==> src/design/utf8_stream_cleaner_assert.svh <==
// ----------------------------------------------------------------------------
// UTF-8 stream cleaner assertion macros
// Concurrent assertion wrappers that are empty when SYNTHESIS is defined.
// ----------------------------------------------------------------------------
`ifndef UTF8_STREAM_CLEANER_ASSERT_SVH
`define UTF8_STREAM_CLEANER_ASSERT_SVH

`ifndef SYNTHESIS

`define U8SC_ASSERT_IMPLIES(label, clk, rst_n, ante, cons) \
    label: assert property (@(posedge clk) disable iff (!(rst_n)) (ante) |-> (cons)) \
        else $error("assertion failed: same cycle implication");

`define U8SC_ASSERT_NEXT(label, clk, rst_n, ante, cons) \
    label: assert property (@(posedge clk) disable iff (!(rst_n)) (ante) |=> (cons)) \
        else $error("assertion failed: next cycle implication");

`else

`define U8SC_ASSERT_IMPLIES(label, clk, rst_n, ante, cons)

`define U8SC_ASSERT_NEXT(label, clk, rst_n, ante, cons)

`endif

`endif

==> src/design/u8sc_pkg.sv <==
`timescale 1ns / 1ps
// ----------------------------------------------------------------------------
// UTF-8 stream cleaner package
// Shared types and byte classification constants.
// ----------------------------------------------------------------------------
package u8sc_pkg;

    localparam logic [7:0] C_TAB         = 8'h09;
    localparam logic [7:0] C_LF          = 8'h0A;
    localparam logic [7:0] C_CR          = 8'h0D;
    localparam logic [7:0] C_PRINT_LO    = 8'h20;
    localparam logic [7:0] C_PRINT_HI    = 8'd127;
    localparam logic [7:0] C_MASK_CONT   = 8'hC0;
    localparam logic [7:0] C_PAT_CONT    = 8'h80;
    localparam logic [7:0] C_MASK_LEAD2  = 8'hE0;
    localparam logic [7:0] C_PAT_LEAD2   = 8'hC0;
    localparam logic [7:0] C_MASK_LEAD3  = 8'hF0;
    localparam logic [7:0] C_PAT_LEAD3   = 8'hE0;
    localparam logic [7:0] C_MASK_LEAD4  = 8'hF8;
    localparam logic [7:0] C_PAT_LEAD4   = 8'hF0;

    localparam logic [2:0] C_LEN_NONE    = 3'd0;
    localparam logic [2:0] C_LEN_2       = 3'd2;
    localparam logic [2:0] C_LEN_3       = 3'd3;
    localparam logic [2:0] C_LEN_4       = 3'd4;

    localparam int C_BURST_MAX = 4;

    typedef struct packed {
        logic [C_BURST_MAX-1:0][7:0] bytes;
        logic [2:0]                  count;
        logic                        has_byte;
        logic                        str_end;
    } t_burst;

endpackage

==> src/design/u8sc_if.sv <==
`timescale 1ns / 1ps
// ----------------------------------------------------------------------------
// UTF-8 stream cleaner channels
// Valid/ready channels for raw input words and cleaned result words.
// ----------------------------------------------------------------------------
interface u8sc_in_if;
    logic       valid;
    logic       ready;
    logic [7:0] in_byte;
    logic       last_of_string;

    modport source (output valid, output in_byte, output last_of_string, input ready);
    modport sink   (input valid, input in_byte, input last_of_string, output ready);
endinterface

interface u8sc_out_if;
    logic       valid;
    logic       ready;
    logic [7:0] out_byte;
    logic       has_byte;
    logic       run_last;
    logic       string_end;

    modport source (output valid, output out_byte, output has_byte, output run_last,
                    output string_end, input ready);
    modport sink   (input valid, input out_byte, input has_byte, input run_last,
                    input string_end, output ready);
endinterface

==> src/design/u8sc_burst_q.sv <==
`timescale 1ns / 1ps
// ----------------------------------------------------------------------------
// UTF-8 stream cleaner result serializer
// Holds the results of one input word and sends them out one per cycle while the output is ready.
// ----------------------------------------------------------------------------
`include "utf8_stream_cleaner_assert.svh"

module u8sc_burst_q
    import u8sc_pkg::*;
(
    input  logic           i_clk,
    input  logic           i_rst_n,
    input  logic           i_load,
    input  t_burst         i_burst,
    output logic           o_can_load,
    u8sc_out_if.source     o_out
);

    logic [2:0]                  r_left;
    logic [C_BURST_MAX-1:0][7:0] r_bytes;
    logic                        r_has;
    logic                        r_end;
    logic                        take;

    assign take       = o_out.valid && o_out.ready;
    assign o_can_load = (r_left == 3'd0) || ((r_left == 3'd1) && o_out.ready);

    always_ff @(posedge i_clk) begin
        if (!i_rst_n) begin
            r_left <= 3'd0;
        end else if (i_load) begin
            r_left <= i_burst.count;
        end else if (take) begin
            r_left <= r_left - 3'd1;
        end
    end

    always_ff @(posedge i_clk) begin
        if (i_load) begin
            r_bytes <= i_burst.bytes;
            r_has   <= i_burst.has_byte;
            r_end   <= i_burst.str_end;
        end else if (take) begin
            for (int i = 0; i < C_BURST_MAX - 1; i++) begin
                r_bytes[i] <= r_bytes[i+1];
            end
        end
    end

    assign o_out.valid      = (r_left != 3'd0);
    assign o_out.out_byte   = r_bytes[0];
    assign o_out.has_byte   = r_has;
    assign o_out.run_last   = (r_left == 3'd1);
    assign o_out.string_end = (r_left == 3'd1) && r_end;

    `U8SC_ASSERT_IMPLIES(a_left_max, i_clk, i_rst_n, 1'b1, r_left <= 3'd4)
    `U8SC_ASSERT_IMPLIES(a_load_free, i_clk, i_rst_n, i_load,
                         (r_left == 3'd0) || ((r_left == 3'd1) && o_out.ready))
    `U8SC_ASSERT_NEXT(a_stall_hold, i_clk, i_rst_n, o_out.valid && !o_out.ready && !i_load,
                      r_left == $past(r_left))

endmodule

==> src/design/utf8_stream_cleaner.sv <==
`timescale 1ns / 1ps
// ----------------------------------------------------------------------------
// UTF-8 stream cleaner
// Filters a byte stream down to tab, LF, CR, printable ASCII, DEL and complete
// multi-byte sequences, and marks the end of each string.
// ----------------------------------------------------------------------------
// A word is classified and the sequence state updated in the cycle it is
// accepted, and its results appear in the cycle after, one result word per
// ready cycle. A word that causes several results holds the output serializer
// until drained, so the input is stalled after a completed multi-byte sequence
// or a final byte that releases several results. Otherwise one word is accepted
// every cycle, provided the last result of the previous word is taken in that
// same cycle; while that result is stalled, no input word is accepted.
// ----------------------------------------------------------------------------
`include "utf8_stream_cleaner_assert.svh"

module utf8_stream_cleaner
    import u8sc_pkg::*;
(
    input  logic       i_clk,
    input  logic       i_rst_n,
    u8sc_in_if.sink    i_in,
    u8sc_out_if.source o_out
);

    logic [2:0][7:0] r_hb;
    logic [1:0]      r_held;
    logic [2:0]      r_needed;
    logic [2:0][7:0] n_hb;
    logic [1:0]      n_held;
    logic [2:0]      n_needed;
    t_burst          burst;
    logic            can_load;
    logic            accept;
    logic            load;

    always_comb begin
        logic [7:0] b;
        logic       cont;
        logic       open;
        logic       printable;

        b         = i_in.in_byte;
        cont      = (b & C_MASK_CONT) == C_PAT_CONT;
        open      = (r_needed != C_LEN_NONE);
        printable = (b == C_TAB) || (b == C_LF) || (b == C_CR) ||
                    ((b >= C_PRINT_LO) && (b <= C_PRINT_HI));

        n_hb           = r_hb;
        n_held         = r_held;
        n_needed       = r_needed;
        burst.bytes    = {C_BURST_MAX{b}};
        burst.count    = 3'd0;
        burst.has_byte = 1'b1;
        burst.str_end  = i_in.last_of_string;

        if (open && cont) begin
            if (({1'b0, r_held} + 3'd1) >= r_needed) begin
                for (int i = 0; i < 3; i++) begin
                    if (i < int'(r_held)) begin
                        burst.bytes[i] = r_hb[i];
                    end
                end
                burst.bytes[r_held] = b;
                burst.count         = {1'b0, r_held} + 3'd1;
                n_held              = 2'd0;
                n_needed            = C_LEN_NONE;
            end else begin
                n_hb[r_held] = b;
                n_held       = r_held + 2'd1;
            end
        end else begin
            n_held   = 2'd0;
            n_needed = C_LEN_NONE;
            priority if (printable) begin
                burst.bytes[0] = b;
                burst.count    = 3'd1;
            end else if ((b & C_MASK_LEAD2) == C_PAT_LEAD2) begin
                n_hb[0]  = b;
                n_held   = 2'd1;
                n_needed = C_LEN_2;
            end else if ((b & C_MASK_LEAD3) == C_PAT_LEAD3) begin
                n_hb[0]  = b;
                n_held   = 2'd1;
                n_needed = C_LEN_3;
            end else if ((b & C_MASK_LEAD4) == C_PAT_LEAD4) begin
                n_hb[0]  = b;
                n_held   = 2'd1;
                n_needed = C_LEN_4;
            end else begin
                n_held = 2'd0;
            end
        end

        if (i_in.last_of_string) begin
            n_held   = 2'd0;
            n_needed = C_LEN_NONE;
            if (burst.count == 3'd0) begin
                burst.bytes[0] = 8'h00;
                burst.count    = 3'd1;
                burst.has_byte = 1'b0;
            end
        end
    end

    assign i_in.ready = can_load;
    assign accept     = i_in.valid && can_load;
    assign load       = accept && (burst.count != 3'd0);

    always_ff @(posedge i_clk) begin
        if (!i_rst_n) begin
            r_held   <= 2'd0;
            r_needed <= C_LEN_NONE;
        end else if (accept) begin
            r_held   <= n_held;
            r_needed <= n_needed;
        end
    end

    always_ff @(posedge i_clk) begin
        if (accept) begin
            r_hb <= n_hb;
        end
    end

    u8sc_burst_q u_burst_q (
        .i_clk      (i_clk),
        .i_rst_n    (i_rst_n),
        .i_load     (load),
        .i_burst    (burst),
        .o_can_load (can_load),
        .o_out      (o_out)
    );

    `U8SC_ASSERT_IMPLIES(a_closed_empty, i_clk, i_rst_n, r_needed == C_LEN_NONE,
                         r_held == 2'd0)
    `U8SC_ASSERT_IMPLIES(a_open_held, i_clk, i_rst_n, r_needed != C_LEN_NONE,
                         (r_held != 2'd0) && ({1'b0, r_held} < r_needed))
    `U8SC_ASSERT_NEXT(a_end_closes, i_clk, i_rst_n, accept && i_in.last_of_string,
                      r_needed == C_LEN_NONE)

endmodule
==> src/flat_wrapper.sv <==
// flat-port wrapper written by rule: the top's interface ports become plain ports
module utf8_stream_cleaner_flat import u8sc_pkg::*;
  (i_clk, i_rst_n, i_in_valid, i_in_in_byte, i_in_last_of_string, i_in_ready, o_out_valid, o_out_out_byte, o_out_has_byte, o_out_run_last, o_out_string_end, o_out_ready);
  u8sc_in_if i_in_i ();
  u8sc_out_if o_out_i ();
  input  logic i_clk;
  input  logic i_rst_n;
  input wire logic [$bits(i_in_i.valid)-1:0] i_in_valid;
  input wire logic [$bits(i_in_i.in_byte)-1:0] i_in_in_byte;
  input wire logic [$bits(i_in_i.last_of_string)-1:0] i_in_last_of_string;
  output wire logic [$bits(i_in_i.ready)-1:0] i_in_ready;
  output wire logic [$bits(o_out_i.valid)-1:0] o_out_valid;
  output wire logic [$bits(o_out_i.out_byte)-1:0] o_out_out_byte;
  output wire logic [$bits(o_out_i.has_byte)-1:0] o_out_has_byte;
  output wire logic [$bits(o_out_i.run_last)-1:0] o_out_run_last;
  output wire logic [$bits(o_out_i.string_end)-1:0] o_out_string_end;
  input wire logic [$bits(o_out_i.ready)-1:0] o_out_ready;
  assign i_in_i.valid = i_in_valid;
  assign i_in_i.in_byte = i_in_in_byte;
  assign i_in_i.last_of_string = i_in_last_of_string;
  assign i_in_ready = i_in_i.ready;
  assign o_out_valid = o_out_i.valid;
  assign o_out_out_byte = o_out_i.out_byte;
  assign o_out_has_byte = o_out_i.has_byte;
  assign o_out_run_last = o_out_i.run_last;
  assign o_out_string_end = o_out_i.string_end;
  assign o_out_i.ready = o_out_ready;
  utf8_stream_cleaner u_core (.i_clk(i_clk), .i_rst_n(i_rst_n), .i_in(i_in_i), .o_out(o_out_i));
endmodule
==> config.mk <==
export PLATFORM = sky130hd
export DESIGN_NAME = utf8_stream_cleaner_flat
export DESIGN_NICKNAME = d
export VERILOG_FILES = /design/src/design/u8sc_pkg.sv /design/src/design/u8sc_if.sv /design/src/design/u8sc_burst_q.sv /design/src/design/utf8_stream_cleaner.sv /design/src/flat_wrapper.sv
export VERILOG_INCLUDE_DIRS = /design/src /design/src/design
export SDC_FILE = /design/constraint.sdc
export NUM_CORES = 1
export LEC_CHECK = 0
export BUFFER_PORTS_ARGS = -buffer_cell sky130_fd_sc_hd__buf_2
export CORE_UTILIZATION = 52
export DETAILED_ROUTE_END_ITERATION = 12
export HOLD_SLACK_MARGIN = 0.03
export PLACE_DENSITY = 0.67
export REMOVE_ABC_BUFFERS = 1
export SLEW_MARGIN = 15
export SYNTH_ARGS = -nofsm -noshare
export SYNTH_HDL_FRONTEND = slang
export SYNTH_SLANG_ARGS = --single-unit
==> constraint.sdc <==
create_clock -name i_clk -period 8.35 [get_ports i_clk]
set_input_delay 1.2525 -clock i_clk [delete_from_list [all_inputs] [get_ports i_clk]]
set_output_delay 1.2525 -clock i_clk [all_outputs]
set_load 0.005 [all_outputs]
; After elaboration in Yosys (flattened, before gate mapping)
; Index checks and enable logic that the tools add are counted.
[op_classes]
n_addsub = 3
n_mul = 0
div = 0
n_lt_le_gt_ge = 8
n_eq_ne = 11
n_shift = 0
muxes = 43
n_bitwise = 1
n_reduce_logical = 22
[op_table]
columns = cell, n
row1 = two-way mux 8 bit, 16
row2 = two-way mux 24 bit, 3
row3 = two-way mux 35 bit, 1
row4 = bitwise mux 32 bit, 1
row5 = two-way mux 3 bit, 9
row6 = bitwise mux 24 bit, 1
row7 = equality test 8 x 4 -> 1 bit (second input constant), 3
row8 = two-way mux 12 bit, 2
row9 = demux 8 bit (select 2 bit), 1
row10 = two-way mux 2 bit, 6
row11 = two-way mux 11 bit, 1
row12 = nonzero test 3 bit, 3
row13 = greater-or-equal comparator 8 x 6 -> 1 bit (second input constant), 1
row14 = <= comparator 8 x 7 -> 1 bit (second input constant), 1
row15 = logical AND 1 bit, 8
row16 = zero test 3 bit, 2
row17 = equality test 5 bit (second input constant), 1
row18 = equality test 4 bit (second input constant), 1
row19 = logical OR 1 bit, 4
row20 = less-than comparator 1 x 2 -> 1 bit (first input constant), 2
row21 = inequality test 2 bit (second input constant), 2
row22 = AND reduction 4 bit, 1
row23 = nonzero test 4 bit, 1
row24 = adder 2 x 1 -> 3 bit (second input constant), 1
row25 = other kinds (15), 16
[word_totals]
regBits = 66
latchBits = 0
ramBits = 0
romBits = 0
input_bits = 13
out_inout_bits = 13
word_cells = 100
memories = 0

; Depth between registers and ports, before layout
; Gate-level depths: netlist (run 1).
[logic_depth]
depth_word = 13
ltp_mapped = 10

; Cells and area by module
; A second synthesis (run 1) with hierarchy kept.
[unflattened]
cells_unflattened = 264
area_unflattened_um2 = 3350.7
[by_module_without_submodules]
columns = module, instances, cells_each, area_per_inst_um2, seq_area_each_um2
row1 = utf8_stream_cleaner, 1, 165, 1721.7, 820.8
row2 = u8sc_burst_q, 1, 99, 1629.1, 1081.0

; Worst setup path after synthesis (run 1)
; Ideal clock, no wire load.
[synth_timing]
path_kind = input -> register
from = input i_in_in_byte[6]
to = register u_core.u_burst_q.r_bytes, in the netlist u_core.u_burst_q.o_out.out_byte[0] (enable)
setup_time_ns = 0.381
t_arrival_ns = 3.193
t_required_ns = 7.969
setup_slack_ns = 4.776
stages = 8
n_path_buf = 3
path_cell_list = buf_6 -> nand2b_4 -> or2_1 -> buf_6 -> o221a_1 -> or3_4 -> buf_2 -> nand2_1
[synth_via]
elab_chain_cells = 12
word_cells_on_any_way = 19
cone_classes = 2 x order compare / 4 x eq/ne / 4 x mux / 9 x reduce/logical
[synth_lines]
columns = item, line_no
row1 = start: declaration, flat_wrapper.sv:9  ; input wire logic [$bits(i_in_i.in_byte)-1:0] i_in_in_byte;
row2 = branches (longest 5 deep; another with greater-or-equal comparator 8 x 6 -> 1 bit), --
row3 = two-way mux 11 bit *, utf8_stream_cleaner.sv:57  ; if (open && cont) begin
row4 = zero test 3 bit, utf8_stream_cleaner.sv:98  ; if (burst.count == 3'd0) begin
row5 = two-way mux 12 bit, utf8_stream_cleaner.sv:98
row6 = two-way mux 12 bit *, utf8_stream_cleaner.sv:95  ; if (i_in.last_of_string) begin
row7 = nonzero test 3 bit *, utf8_stream_cleaner.sv:108  ; assign load = accept && (burst.count != 3'd0);
row8 = logical AND 1 bit *, utf8_stream_cleaner.sv:108
row9 = nonzero test 2 bit (no line) *, --
row10 = end signal: assignment, u8sc_burst_q.sv:40  ; r_bytes <= i_burst.bytes;
row11 = end signal: indexed assignment, u8sc_burst_q.sv:45  ; r_bytes[i] <= r_bytes[i+1];
row12 = end: declaration, u8sc_burst_q.sv:20  ; logic [C_BURST_MAX-1:0][7:0] r_bytes;
; Every way passes the cells marked *.
; A chain may end at the register's enable or synchronous reset.

; Worst setup path after layout (run 1)
[layout_timing]
from = register u_core.r_held[0]
to = register u_core.u_burst_q.r_bytes[21] in the netlist's numbering (enable)
[layout_via]
elab_chain_cells = 10
[layout_lines]
columns = item, line_no
row1 = start: declaration, utf8_stream_cleaner.sv:27  ; logic [1:0] r_held;
row2 = start signal: assignment, utf8_stream_cleaner.sv:115  ; r_held <= n_held;
row3 = adder 2 x 1 -> 3 bit *, "utf8_stream_cleaner.sv:58, utf8_stream_cleaner.sv:65"
row4 = greater-or-equal comparator 3 bit, utf8_stream_cleaner.sv:58  ; if (({1'b0, r_held} + 3'd1) >= r_needed) begin
row5 = two-way mux 35 bit *, utf8_stream_cleaner.sv:58
row6 = two-way mux 11 bit *, utf8_stream_cleaner.sv:57
row7 = zero test 3 bit, utf8_stream_cleaner.sv:98
row8 = two-way mux 12 bit, utf8_stream_cleaner.sv:98
row9 = two-way mux 12 bit *, utf8_stream_cleaner.sv:95
row10 = nonzero test 3 bit *, utf8_stream_cleaner.sv:108
row11 = logical AND 1 bit *, utf8_stream_cleaner.sv:108
row12 = nonzero test 2 bit (no line) *, --
; Every way passes the cells marked *; elsewhere a longest branch is shown, timed or not.

==> results of run 1 <==
-- state kept, by name (all words and copies together), names as in the netlist --
register / cells
u_core.u_burst_q.o_out.out_byte: 8
u_core.r_hb: 24
u_core.u_burst_q.r_left: 3
u_core.r_needed: 3
u_core.u_burst_q.r_end: 1
u_core.u_burst_q.o_out.has_byte: 1
u_core.u_burst_q.r_bytes: 24
u_core.r_held: 2
-- cells in the mapped netlist (all sizes together) (2+ instances only) --
cell type	instances	area share, %
o2bb2ai	8	2.2
o31ai	2	0.46
edfxtp	58	54
nor3b	2	0.46
nor2b	8	1.5
a21boi	4	0.92
nand2	15	1.7
o21ai	7	1.2
nand2b	3	0.81
nor3	4	0.62
a21oi	4	0.62
ha	10	3.9
a31oi	3	0.58
mux2	27	9.9
dfxtp	8	4.9
and2	4	0.77
buf	13	3.4
inv	13	1.7
nand3	5	0.77
a2111oi	2	1.1
or3b	2	0.54
mux2i	9	2.8
nor2	9	1.0
o211ai	2	0.46
or4	3	0.69
-- power breakdown --
part	internal, µW	switching, µW
sequential	438	17.0
combinational	77.6	102
clock	169	123
-- path summary, 6_finish.rpt --
path                                                endpoint  slack [ns]  cells after the start
worst max register to register  u_core.u_burst_q.r_bytes[21]        4.74                      8
worst min register to register            u_core.r_needed[2]        0.48                      2
worst max-delay path            u_core.u_burst_q.r_bytes[21]        4.74                      8
worst min-delay path                      u_core.r_needed[2]        0.48                      2
-- metal layers --
metal | vias to the layer above | part of all wire [%]
li1 | 932 | -
met1 | 928 | 45
met2 | 60 | 48
met3 | 14 | 5.1
met4 | 0 | 2.5
met5 | - | 0
-- layout by cell type (no fill, tap or decap), types with 2 or more instances in the layout --
cell | Yosys | final
nor2b_1 | 8 | 8
a21boi_0 | 4 | 4
o2bb2ai_1 | 8 | 8
mux2_4 | 5 | 5
o21ai_0 | 6 | 6
ha_1 | 10 | 10
o31ai_1 | 2 | 2
nand2b_1 | 2 | 2
nand2_1 | 15 | 15
bufinv_16 | 0 | 2
edfxtp_1 | 58 | 58
dfxtp_1 | 8 | 8
nor3b_1 | 2 | 2
mux2_2 | 22 | 22
nor2_1 | 9 | 9
or4_1 | 3 | 3
or3b_2 | 2 | 2
a31oi_1 | 3 | 3
nor3_1 | 4 | 4
o211ai_1 | 2 | 2
inv_1 | 12 | 12
nand3_1 | 5 | 5
buf_2 | 1 | 25
clkbuf_8 | 0 | 9
a21oi_1 | 4 | 4
and2_1 | 4 | 4
mux2i_1 | 9 | 9
-- critical path, delay by kind of cell (launching register included) --
| family | cells | cell delay, ns |
|---|---|---|
| fa+ha+maj | 2 | 0.69 |
| flops | 1 | 0.48 |
| buf+inv | 1 | 0.17 |
| compound gates | 2 | 0.52 |
| simple gates | 3 | 1.36 |
-- kinds of logic (layout without fill, tap and decap cells) --
group | Yosys count | count (layout) | synth area share, %
AO/OA/AOI/OAI | 39 | 39 | 9.33
XOR/XNOR | 1 | 1 | 0.270
adder cells (fa/ha/maj) | 10 | 10 | 3.85
buffers and inverters | 27 | 55 | 5.28
flip-flops | 66 | 66 | 58.6
multiplexers | 36 | 36 | 12.7
AND/OR/NAND/NOR | 59 | 59 | 9.98
-- layout make-up --
cell class                 count  area [µm²]  share of cell area [%]
tap                           75        93.8                    2.62
timing repair buffer          26         133                    3.71
clock inverter                 6        90.1                    2.52
sequential                    66        1900                    53.2
clock buffer                  10         128                    3.57
multi-input combinational    145        1170                    32.8
inverter                      13        56.3                    1.57
-- per-stage QoR --
stage	setup slack [ns]	cells
floorplan	5.02	224
global placement	4.53	325
detailed placement	4.48	325
CTS	4.75	341
global route	4.55	341
finish	4.74	341
==> summary.txt, run 1 <==
status - finished clean
CTS root buf - clkbuf_8
Iter 0 DRT Violations - 203
Cell Rows - 28
RSZ-0062 raised after global routing - no
post-route ant nets - 0
total power - 927 µW
Overall Global Routing Usage - 20.2%
GRT overflow - 0
Area Growth Syn to Fin - 10.1%
worst rel slew slack - 31.4%
CTS tree - built
Mapped Area - 0.00325 mm²
WP data required - 8.31 ns
fmax - 277 MHz
largest net degree at the start of global routing - 29
syn avg cell area - 13.6 µm²
DR vias - 1934
Final Max Slew Viols - 0
ys flop type - edfxtp_1
global-route wire length before repair - 9.43 mm
PwrDens - 259 mW/mm²
Die H - 81.0 µm
reg-to-reg startpoint - u_core.r_held[0]
placed cell areas - 0.00336 mm²
Num CTS Buffers - 9
critical path fanouts, max - 24
final setup violation count - 0
Synth Instances - 238
final wirelength - 5.98 mm
chip width - 81.0 µm
final core utilization - 60.0%
Worst path max stage delay - 0.79 ns
number of global-route vias before repair - 1957
total clock sinks - 66
H-tree levels - 3
Worst-Margin Slew - 1.03 ns
Hold Path Class - reg2reg
routability cong. - 0.842
Final nets - 284
post-route cell area - 0.00358 mm²
Crit Path Category - reg2reg
Post-synth EDFFs - 58
Cell variety after synth - 47
Longest Clk Path Bufs - 2
hold wc startpoint - u_core.r_needed[2]
vias per cell - 5.67
Leak - 0.00134 µW
hold slack - 0.478 ns
FF+latch count, synth - 66
number of diodes - 0
initial antenna violation count - 0
grt peak-use layer - met2
Critical Path Start - u_core.r_held[0]
fillcell total - 486
total negative slack - 0 ns
grt met3 use - 3.93%
Pre-antenna DRT Iters - 4
Setup Buffers After CTS - 0
# hold bufs at CTS - 0
min cycle time layout - 3.61 ns
io pins - 26
DRC viols - 0
Worst-path clk slew - 0.07 ns
Seq/Total Area, Yosys - 58.6%
starting density of the core - 54.5%
Final Hold Viols - 0
ys async rst share - 0%
Critical Path Source Type - register
CP endpoint kind - register
Layout Skew - 0.00754 ns
DP HPWL - 3.92 mm
Final period util - 43.2%
Core Area - 0.00596 mm²
Synth Warn # - 0
met1 Use GR - 25.0%
cells along the critical path - inv_1 > ha_1 > ha_1 > nand2_1 > o21ai_2 > a2111oi_4 > or3_4 > nand2_1
Clk Latency, worst-skew pair - 0.34 ns
Slowest-stage cell, CP - nand2_1
Worst EP arrival - 3.57 ns
max_cap viols - 0
GR Util met2 - 32.8%
wire per inst - 17.5 µm
I/O Buffers - 25
# resized after CTS - 0
worst ir drop on vdd - 133 µV
share of layout cells above drive strength 1 - 28.2%
total die area - 0.00656 mm²
No activity file was read; power rests on OpenSTA's default activity.
==> inputs of run 2 (changes only) <==
PLACE_DENSITY = 0.69   (was 0.67)
clock period = 3.3 ns   (was 8.35 ns; I/O delays follow)
==> summary.txt, run 2 (synthesis results as in run 1) <==
H-tree levels - 3
Top Layer Used - met4
starting density of the core - 54.5%
Die H - 81.0 µm
fmax - 319 MHz
Critical Path Start - u_core.r_held[1]
Area Growth Syn to Fin - 11.2%
Longest Clk Path Bufs - 2
CP delay by family, top - adder cells
r2r setup slk - 0.17 ns
reg-to-reg startpoint - u_core.r_held[1]
total clock sinks - 66
GRT overflow - 0
wire per inst - 16.9 µm
routability cong. - 0.861
Iter 0 DRT Violations - 160
Setup Buffers After CTS - 0
Clk Latency, worst-skew pair - 0.35 ns
initial antenna violation count - 0
Worst path max stage delay - 0.49 ns
Core Area - 0.00596 mm²
CTS tree - built
Overall Global Routing Usage - 20.1%
hold slack - 0.427 ns
Slowest-stage cell, CP - or3_4
Critical Path Source Type - register
Worst-Margin Slew - 0.694 ns
worst ir drop on vdd - 517 µV
critical path fanouts, max - 28
Leak - 0.00136 µW
CP endpoint kind - register
number of buffers and inverters on the critical path - 2
hold wc startpoint - i_in_in_byte[2]
min cycle time layout - 3.13 ns
WP data required - 3.40 ns
Crit Path Category - reg2reg
DR WL met3 - 139 µm
total negative slack - 0 ns
Final Max Slew Viols - 0
Reg2Reg Depth - 9
I/O Buffers - 25
PwrDens - 642 mW/mm²
vias per cell - 5.48
most frequent cells in the layout - edfxtp_1 (58), buf_2 (25), mux2_2 (22), nand2_1 (15), inv_1 (12)
share of layout cells above drive strength 1 - 29.9%
Critical Path Sink - u_core.u_burst_q.r_bytes[15]
global-route wire length before repair - 9.27 mm
chip width - 81.0 µm
Worst EP arrival - 3.23 ns
Cell Rows - 28
worst rel slew slack - 52.6%
# resized after CTS - 0
fillcell total - 496
post-route cell area - 0.00361 mm²
RSZ-0062 raised after global routing - no
Pre-antenna DRT Iters - 4
CP most frequent cell - ha_1
placed cell areas - 0.00341 mm²
Final nets - 289
total power - 2320 µW
final wirelength - 5.85 mm
post-route ant nets - 0
number of global-route vias before repair - 1861
# hold bufs at CTS - 0
DRC viols - 0
Worst-path clk slew - 0.08 ns
Hold Path Class - in2reg
cells along the critical path - inv_1 > ha_1 > ha_1 > nand2_1 > o21ai_2 > a2111oi_4 > or3_4 > inv_8 > mux2_2
max_cap viols - 0
most common cell after layout, fill and taps aside - edfxtp_1
DR vias - 1897
Final period util - 94.9%
final setup violation count - 0
number of diodes - 0
met2 wire length - 2.83 mm
Final Hold Viols - 0
largest net degree at the start of global routing - 29
DP HPWL - 3.94 mm
total die area - 0.00656 mm²
status - finished clean
Num CTS Buffers - 9
wl on met1 - 2.76 mm
WP depth - 9
r2r endpoint - u_core.u_burst_q.r_bytes[15]
Layout Skew - 0.00941 ns
CTS root buf - clkbuf_8
io pins - 26
run 2: cell types whose count changed in the layout (fill, tap and decap cells not counted), sizes merged:
| cell | previous run | this run |
|---|---|---|
| buf | 26 | 31 |
| clkinv | 2 | 3 |
| bufinv | 2 | 1 |
| clkbuf | 10 | 9 |
| inv | 14 | 15 |
run 2: worst min-delay path by stage:
stage,slack (ns),cells past startpoint,endpoint
after floorplan,0.45,2,u_core.r_needed[1]
after global placement,0.47,2,u_core.r_needed[1]
after detailed placement,0.48,2,u_core.r_needed[1]
after CTS,0.42,1,u_core.r_hb[18]
after global routing,0.42,1,u_core.r_hb[18]
final,0.43,1,u_core.r_hb[18]
run 2: cell type report:
cell class                 instances  area (µm²)  area share [%]
clock buffer                       9         124            3.43
sequential                        66        1900            52.7
inverter                          13        56.3            1.56
timing repair buffer              31         183            5.06
tap                               75        93.8            2.60
clock inverter                     7        77.6            2.15
multi-input combinational        145        1170            32.5
run 2: worst register-to-register path, stage by stage (launching register included):
cell,delay (ns)
dfxtp_1,0.43
inv_1,0.10
ha_1,0.34
ha_1,0.30
nand2_1,0.08
o21ai_2,0.37
a2111oi_4,0.15
or3_4,0.49
inv_8,0.23
mux2_2,0.39
run 2: per-stage QoR:
step | std cells | util, % | setup slack (ns)
3_3_place_gp | 330 | 57.2 | 0.331
3_5_place_dp | 330 | 57.2 | 0.248
6_report | 346 | 60.6 | 0.169
5_1_grt | 346 | 60.6 | 0.0853
4_1_cts | 346 | 60.6 | 0.228
2_1_floorplan | 224 | - | 0.246
run 2: power breakdown:
part | internal [µW] | switching [µW]
Combinational | 218 | 266
Clock | 355 | 333
Sequential | 1100 | 41.5
run 2: layer usage:
layer,vias up,global-route usage [%]
met4,0,9.82
met1,910,25.2
met3,12,4.61
met2,31,32.9
li1,944,-
met5,-,0
